## src/hw/rtl/icda_pkg.sv

```systemverilog
package icda_pkg;

    // configuration register indexes
    localparam int CFG_IDX_W = 8;
    localparam logic [CFG_IDX_W-1:0] REG_NUM_CHANNELS = 8'd0;
    localparam logic [CFG_IDX_W-1:0] REG_DECIMATION   = 8'd1;

    localparam int CFG_DATA_W   = 11;
    localparam int NUM_CH_CFG_W = 11;
    localparam int DEC_CFG_W    = 7;

    // field widths
    localparam int SAMPLE_W  = 32;
    localparam int OUT_CH_W  = 10;
    localparam int AVG_W     = 32;
    localparam int M_TDATA_W = 48;

    // per-channel running sum wraps at this width
    localparam int SUM_W = 38;
    // 2*sum + d, signed
    localparam int NUM_W = SUM_W + 2;
    // magnitude of the numerator
    localparam int MAG_W = SUM_W + 1;

    typedef enum logic [1:0] {
        ST_IDLE,
        ST_READ,
        ST_DIV,
        ST_FIN
    } state_t;

endpackage

```

## src/hw/rtl/icda_divider.sv

```systemverilog
module icda_divider #(
    parameter int DVW = 10
) (
    input  logic                     aclk,
    input  logic                     aresetn,
    input  logic                     start,
    input  logic [icda_pkg::MAG_W-1:0] dividend,
    input  logic [DVW-1:0]           divisor,
    output logic                     done,
    output logic [icda_pkg::MAG_W-1:0] quotient
);

    localparam int CNT_W = $clog2(icda_pkg::MAG_W + 1);

    logic [DVW-1:0]              rem_reg;
    logic [icda_pkg::MAG_W-1:0]  quo_reg;
    logic [DVW-1:0]              div_reg;
    logic [CNT_W-1:0]            cnt_reg;
    logic                        busy_reg;
    logic                        done_reg;

    logic [DVW:0]                shifted;
    logic                        fits;

    // one quotient bit per cycle, restoring
    always_comb begin
        shifted = {rem_reg, quo_reg[icda_pkg::MAG_W-1]};
        fits    = (shifted >= {1'b0, div_reg});
    end

    always_ff @(posedge aclk) begin
        if (!aresetn) begin
            busy_reg <= 1'b0;
            done_reg <= 1'b0;
            cnt_reg  <= '0;
        end else begin
            done_reg <= 1'b0;
            if (start) begin
                busy_reg <= 1'b1;
                cnt_reg  <= CNT_W'(icda_pkg::MAG_W);
            end else if (busy_reg) begin
                cnt_reg <= cnt_reg - 1'b1;
                if (cnt_reg == CNT_W'(1)) begin
                    busy_reg <= 1'b0;
                    done_reg <= 1'b1;
                end
            end
        end
    end

    always_ff @(posedge aclk) begin
        if (start) begin
            rem_reg <= '0;
            quo_reg <= dividend;
            div_reg <= divisor;
        end else if (busy_reg) begin
            if (fits) begin
                rem_reg <= DVW'(shifted - {1'b0, div_reg});
            end else begin
                rem_reg <= shifted[DVW-1:0];
            end
            quo_reg <= {quo_reg[icda_pkg::MAG_W-2:0], fits};
        end
    end

    assign done     = done_reg;
    assign quotient = quo_reg;

endmodule

```

## config.mk

```make
export PLATFORM = sky130hd
export DESIGN_NAME = icda_divider
export DESIGN_NICKNAME = d
export VERILOG_FILES = /design/src/hw/rtl/icda_pkg.sv /design/src/hw/rtl/icda_divider.sv
export SDC_FILE = /design/constraint.sdc
export NUM_CORES = 1
export LEC_CHECK = 0
export ABC_AREA = 1
export BUFFER_PORTS_ARGS = -buffer_cell sky130_fd_sc_hd__buf_2
export CORE_AREA = 2 2 79 89
export CTS_BUF_LIST = sky130_fd_sc_hd__clkbuf_4
export CTS_CLUSTER_SIZE = 12
export DETAILED_ROUTE_END_ITERATION = 10
export DIE_AREA = 0 0 81 91
export PLACE_DENSITY = 0.78
export SETUP_SLACK_MARGIN = 0.05
export SKIP_CTS_REPAIR_TIMING = 1
export SLEW_MARGIN = 30
export SYNTH_ARGS = -nofsm -noshare
export SYNTH_HDL_FRONTEND = slang
export SYNTH_SLANG_ARGS = --single-unit
```

## constraint.sdc

```tcl
create_clock -name aclk -period 2.26 [get_ports aclk]
set_input_delay 0.226 -clock aclk [delete_from_list [all_inputs] [get_ports aclk]]
set_output_delay 0.226 -clock aclk [all_outputs]
set_load 0.05 [all_outputs]
```

-- Word-level counts from Yosys, hierarchy flattened
Cells that the tools add are included.
- magnitude comparators: 1
- reductions and logical operators: 3
- muxes and demuxes: 9
- bitwise gates (word level): 2
- eq/ne operators: 1
- $add $sub $neg: 2
- operators with widths (cell ; number):
    2-to-1 mux 39 bit ; 2
    2-to-1 mux 6 bit ; 2
    >= comparator 11 x 10 -> 1 bit ; 1
    2-to-1 mux 10 bit ; 1
    subtractor 10 bit ; 1
    == test 6 x 1 -> 1 bit (second input constant) ; 1
    subtractor 6 x 1 -> 6 bit (second input constant) ; 1
    2-to-1 mux 1 bit ; 4
    OR reduction 3 bit ; 1
    inverter 1 bit ; 2
    nonzero test 2 bit ; 1
    OR reduction 2 bit ; 1
- bits of input ports: 52
- output and inout bits: 40
- bits in registers: 67
- logic and storage cells: 25

-- Logic depth before layout (Yosys ltp)
- depth after elaboration: 4
- gate-level depth with buffers: 13
- gate-level depth less buffers: 13

-- Least setup slack after synthesis
OpenSTA, ideal clock, no wires.
- path type: flip-flop to flip-flop
- from: register quo_reg (netlist bit quotient[38])
- to: register rem_reg[4]
- period minus slack after synthesis: 1.980 ns
- buffers on the path: 0
- library setup time: 0.156 ns
- data required time: 2.104 ns
- cell stages (with the launch flop): 11
- data arrival time: 1.824 ns
- path slack: 0.280 ns
- path through: edfxtp_1 -> inv_1 -> ha_1 -> inv_1 -> fa_1 -> nand2_1 -> nand2_1 -> xnor2_1 -> nand2_1 -> nand3_1 -> o21ai_2
- cells in the longest elaborated chain, start to end: 2
- elaborated cells on any way between the ends: 3
- classes of those cells: add/sub (1); order compare (1); mux (1)
- RTL lines (item ; line ; RTL):
    start: declaration ; icda_divider.sv:16 ; logic [icda_pkg::MAG_W-1:0] quo_reg;
    start signal: assignment ; icda_divider.sv:54 ; quo_reg <= dividend;
    start signal: assignment ; icda_divider.sv:62 ; quo_reg <= {quo_reg[icda_pkg::MAG_W-2:0], fits};
    subtractor 10 bit / >= comparator 11 x 10 -> 1 bit (equally long branches) ; icda_divider.sv:58, icda_divider.sv:28 ;
    2-to-1 mux 10 bit * ; icda_divider.sv:57 ; if (fits) begin
    end signal: assignment ; icda_divider.sv:58 ; rem_reg <= DVW'(shifted - {1'b0, div_reg});
    end signal: assignment ; icda_divider.sv:60 ; rem_reg <= shifted[DVW-1:0];
    end: declaration ; icda_divider.sv:15 ; logic [DVW-1:0] rem_reg;
Mark *: on every way between the ends. The rest lies on a longest branch, timed or not.
A chain may end at the register's enable or synchronous reset.

-- Worst setup path after layout
- from: register div_reg[8]
- to: register rem_reg[2]
- cells in the longest elaborated chain, start to end: 2
- RTL lines (item ; line ; RTL):
    start: declaration ; icda_divider.sv:17 ; logic [DVW-1:0] div_reg;
    start signal: assignment ; icda_divider.sv:55 ; div_reg <= divisor;
    >= comparator 11 x 10 -> 1 bit ; icda_divider.sv:28 ; fits = (shifted >= {1'b0, div_reg});
    2-to-1 mux 10 bit ; icda_divider.sv:57 ;
No other way between the ends.

==> impl_metrics.json <==
{
  "status": "finished, final reports clean",
  "die_area_um2": 7370,
  "drive_gt1_share_pct": 24.3,
  "final_cells": 608,
  "grt_max_degree": 40,
  "cp_num_buf_inv": 1,
  "finalSetupViolCount": 0,
  "avgSynthCellArea_um2": 8.34,
  "slew_headroom_pct": 50.7,
  "antenna_found_initial": 0,
  "cap_violations": 0,
  "ir_drop_v": 0.000591,
  "grt_pass1_wl_mm": 12.6,
  "startpoint_type": "flop",
  "worst_path_largest_cell_delay_ps": 400,
  "worstPathMaxFanout": 10,
  "vias": 3001,
  "swShare_pct": 32.4,
  "p_sw_w": 0.00100,
  "cts_buffers": 9,
  "p_per_area_nw_per_um2": 726,
  "ys_async_sr_fraction_pct": 0,
  "cp_top_family": "simple AND/OR/NAND/NOR gates",
  "gp_congestion": 0.922,
  "hold_viol_final": 0,
  "setup.worst_path.class": "reg -> reg",
  "ys.flop_type": "edfxtp_1",
  "die_x_um": 81,
  "clkPwrFrac_pct": 28.6,
  "place_hpwl_mm": 5.74,
  "tns_ps": 0,
  "endpoint_kind": "flop",
  "synth_edf_count": 49,
  "grt_util_all_layers_pct": 22.6,
  "io_pins": 92,
  "largest_reg_flops": 39,
  "finalNetCount": 586,
  "p_leak_nw": 2.23,
  "pwr-share-comb_pct": 23.0,
  "worst_clock_skew_ps": 16.6,
  "start_util_pct": 54.0,
  "row_count": 31,
  "min_from": "dividend[21]",
  "dpl.cell_count": 582,
  "clock_latency_ps": 420,
  "ant_nets": 0,
  "wirelength_mm": 7.86,
  "cts-root-buf": "clkbuf_4",
  "grt_overflow_total": 0,
  "drt_iter0_drc": 189,
  "rsz0062_at_grt": "no",
  "diodes": 0,
  "clock.fmax_mhz": 511,
  "synth-seq-cells": 67,
  "synthCells": 417,
  "firstDrtPassIters": 4,
  "cts_buffer_depth": 2,
  "core_um2": 6440,
  "die_h_um": 91,
  "synth_nets": 482,
  "h-tree-depth": 3,
  "grt_pass1_vias": 2915,
  "slew_viol_final": 0,
  "worstMarginPinSlew_ps": 737,
  "crit_arrival_ps": 2310,
  "path_cells": "inv_1 -> ha_1 -> nand2_1 -> nand2_1 -> nand2_1 -> nand2_1 -> nor2_2 -> nand2_2 -> nand2_1 -> nand3_1 -> o21ai_0",
  "via_per_inst": 4.94,
  "cts.reportedPaths.clkPinSlew_ps": 120,
  "intPower_w": 0.00209,
  "reg2reg_from": "div_reg[8]",
  "yosysSeqAreaShare_pct": 52.6,
  "fin_crit_ps": 1960,
  "synthToLayoutAreaGrowth_pct": 22.7,
  "cpMostUsedCell": "nand2_1",
  "cts_sinks": 67,
  "seqPwrFrac_pct": 48.4,
  "finalCritPeriodShare_pct": 86.6,
  "port_buffers": 91,
  "worstPathRequired_ps": 2610,
  "cp-startpoint": "div_reg[8]",
  "hold_path_class": "in -> reg",
  "drc": 0,
  "critPathSlowestCell": "nor2_2",
  "drt-wirelength-per-cell_um": 12.9,
  "syn-cell-area_um2": 3480,
  "cts_tree": "built",
  "ys_warn_count": 0,
  "yosysUniqueCellTypes": 34
}
## layout make-up
type,count,area (um^2)
fill,564,2170
sequential,67,1830
multi-input combinational,285,1380
timing repair buffer,106,606
inverter,52,195
tap,82,103
clock inverter,6,80.1
clock buffer,10,75.1
## metal layers
layer	wire length [um]	track usage, %	up-vias
li1	-	-	1538
met1	3210	27.7	1339
met2	3870	35.4	106
met3	601	7.75	18
met4	173	10.6	0
met5	0	0	-
## cells in the mapped netlist, types with 3 or more instances
cell type / instances / area, um^2
a21oi_1: 4 / 20.0
buf_2: 3 / 15.0
buf_6: 3 / 33.8
clkbuf_1: 6 / 22.5
dfxtp_1: 18 / 360
edfxtp_1: 49 / 1470
ha_1: 12 / 150
inv_1: 51 / 191
nand2_1: 190 / 713
nand2_2: 4 / 25.0
nand3_1: 19 / 95.1
nand3_2: 4 / 40.0
nand3b_1: 5 / 37.5
nand4_1: 3 / 18.8
nor2_1: 13 / 48.8
nor2_2: 5 / 31.3
nor3_1: 4 / 20.0
o21ai_0: 3 / 15.0
o21ai_1: 4 / 20.0
## power groups by stage
stage	clock network, W	logic [W]	registers, W
after floorplan	0	0.000251	0.00178
after global placement	0	0.000689	0.00152
after detailed placement	0	0.000699	0.00152
after CTS	0.000903	0.000701	0.00150
after global routing	0.000954	0.000770	0.00151
final	0.000884	0.000712	0.00150
## through the flow
| stage | power, W | cell area (um^2) | setup WS, ps | hold slack, ps | util (%) |
|---|---|---|---|---|---|
| finish | 0.00310 | 4270 | 303 | 61.1 | 66.3 |
| global route | 0.00324 | 4270 | 139 | 34.5 | 66.3 |
| CTS | 0.00310 | 4170 | 311 | -48.7 | 64.7 |
| detailed placement | 0.00222 | 4010 | 360 | 405 | 62.3 |
| global placement | 0.00221 | 4010 | 383 | 403 | 62.3 |
| floorplan | 0.00203 | 3480 | 280 | 325 | - |
## logic make-up (layout without fill, tap and decap cells)
logic type | count (synthesis) | in the layout | synth area share (%)
flops | 67 | 67 | 52.6
simple gates | 251 | 251 | 30.7
fa+ha+maj | 13 | 13 | 4.89
compound gates | 18 | 18 | 3.20
xor+xnor | 3 | 3 | 0.755
buf+inv | 65 | 174 | 7.77
## worst paths after layout
check / to / slack (ps) / cells after the start
max: rem_reg[2] / 300 / 11
min: quotient[21] / 60 / 3
max reg2reg: rem_reg[2] / 300 / 11
min reg2reg: rem_reg[8] / 490 / 2
## worst register-to-register path, stage by stage, from the launching register on
cell and delay (ps):
edfxtp_1 330, inv_1 40, ha_1 320, nand2_1 90
nand2_1 60, nand2_1 60, nand2_1 70, nor2_2 400
nand2_2 220, nand2_1 120, nand3_1 60, o21ai_0 110
## layout by cell type (no fill, tap or decap), types with 2 or more instances in the layout
cell type,count
a21oi_1,4
a21oi_2,2
buf_2,91
buf_4,4
bufinv_16,2
clkbuf_4,10
clkinv_1,3
dfxtp_1,18
dlygate4sd3_1,10
edfxtp_1,49
ha_1,12
inv_1,51
nand2_1,190
nand2_2,4
nand3_1,19
nand3_2,4
nand3b_1,5
nand4_1,3
nor2_1,13
nor2_2,5
nor3_1,4
o21ai_0,3
o21ai_1,4
xnor2_1,2
(Power assumes the default switching activity.)
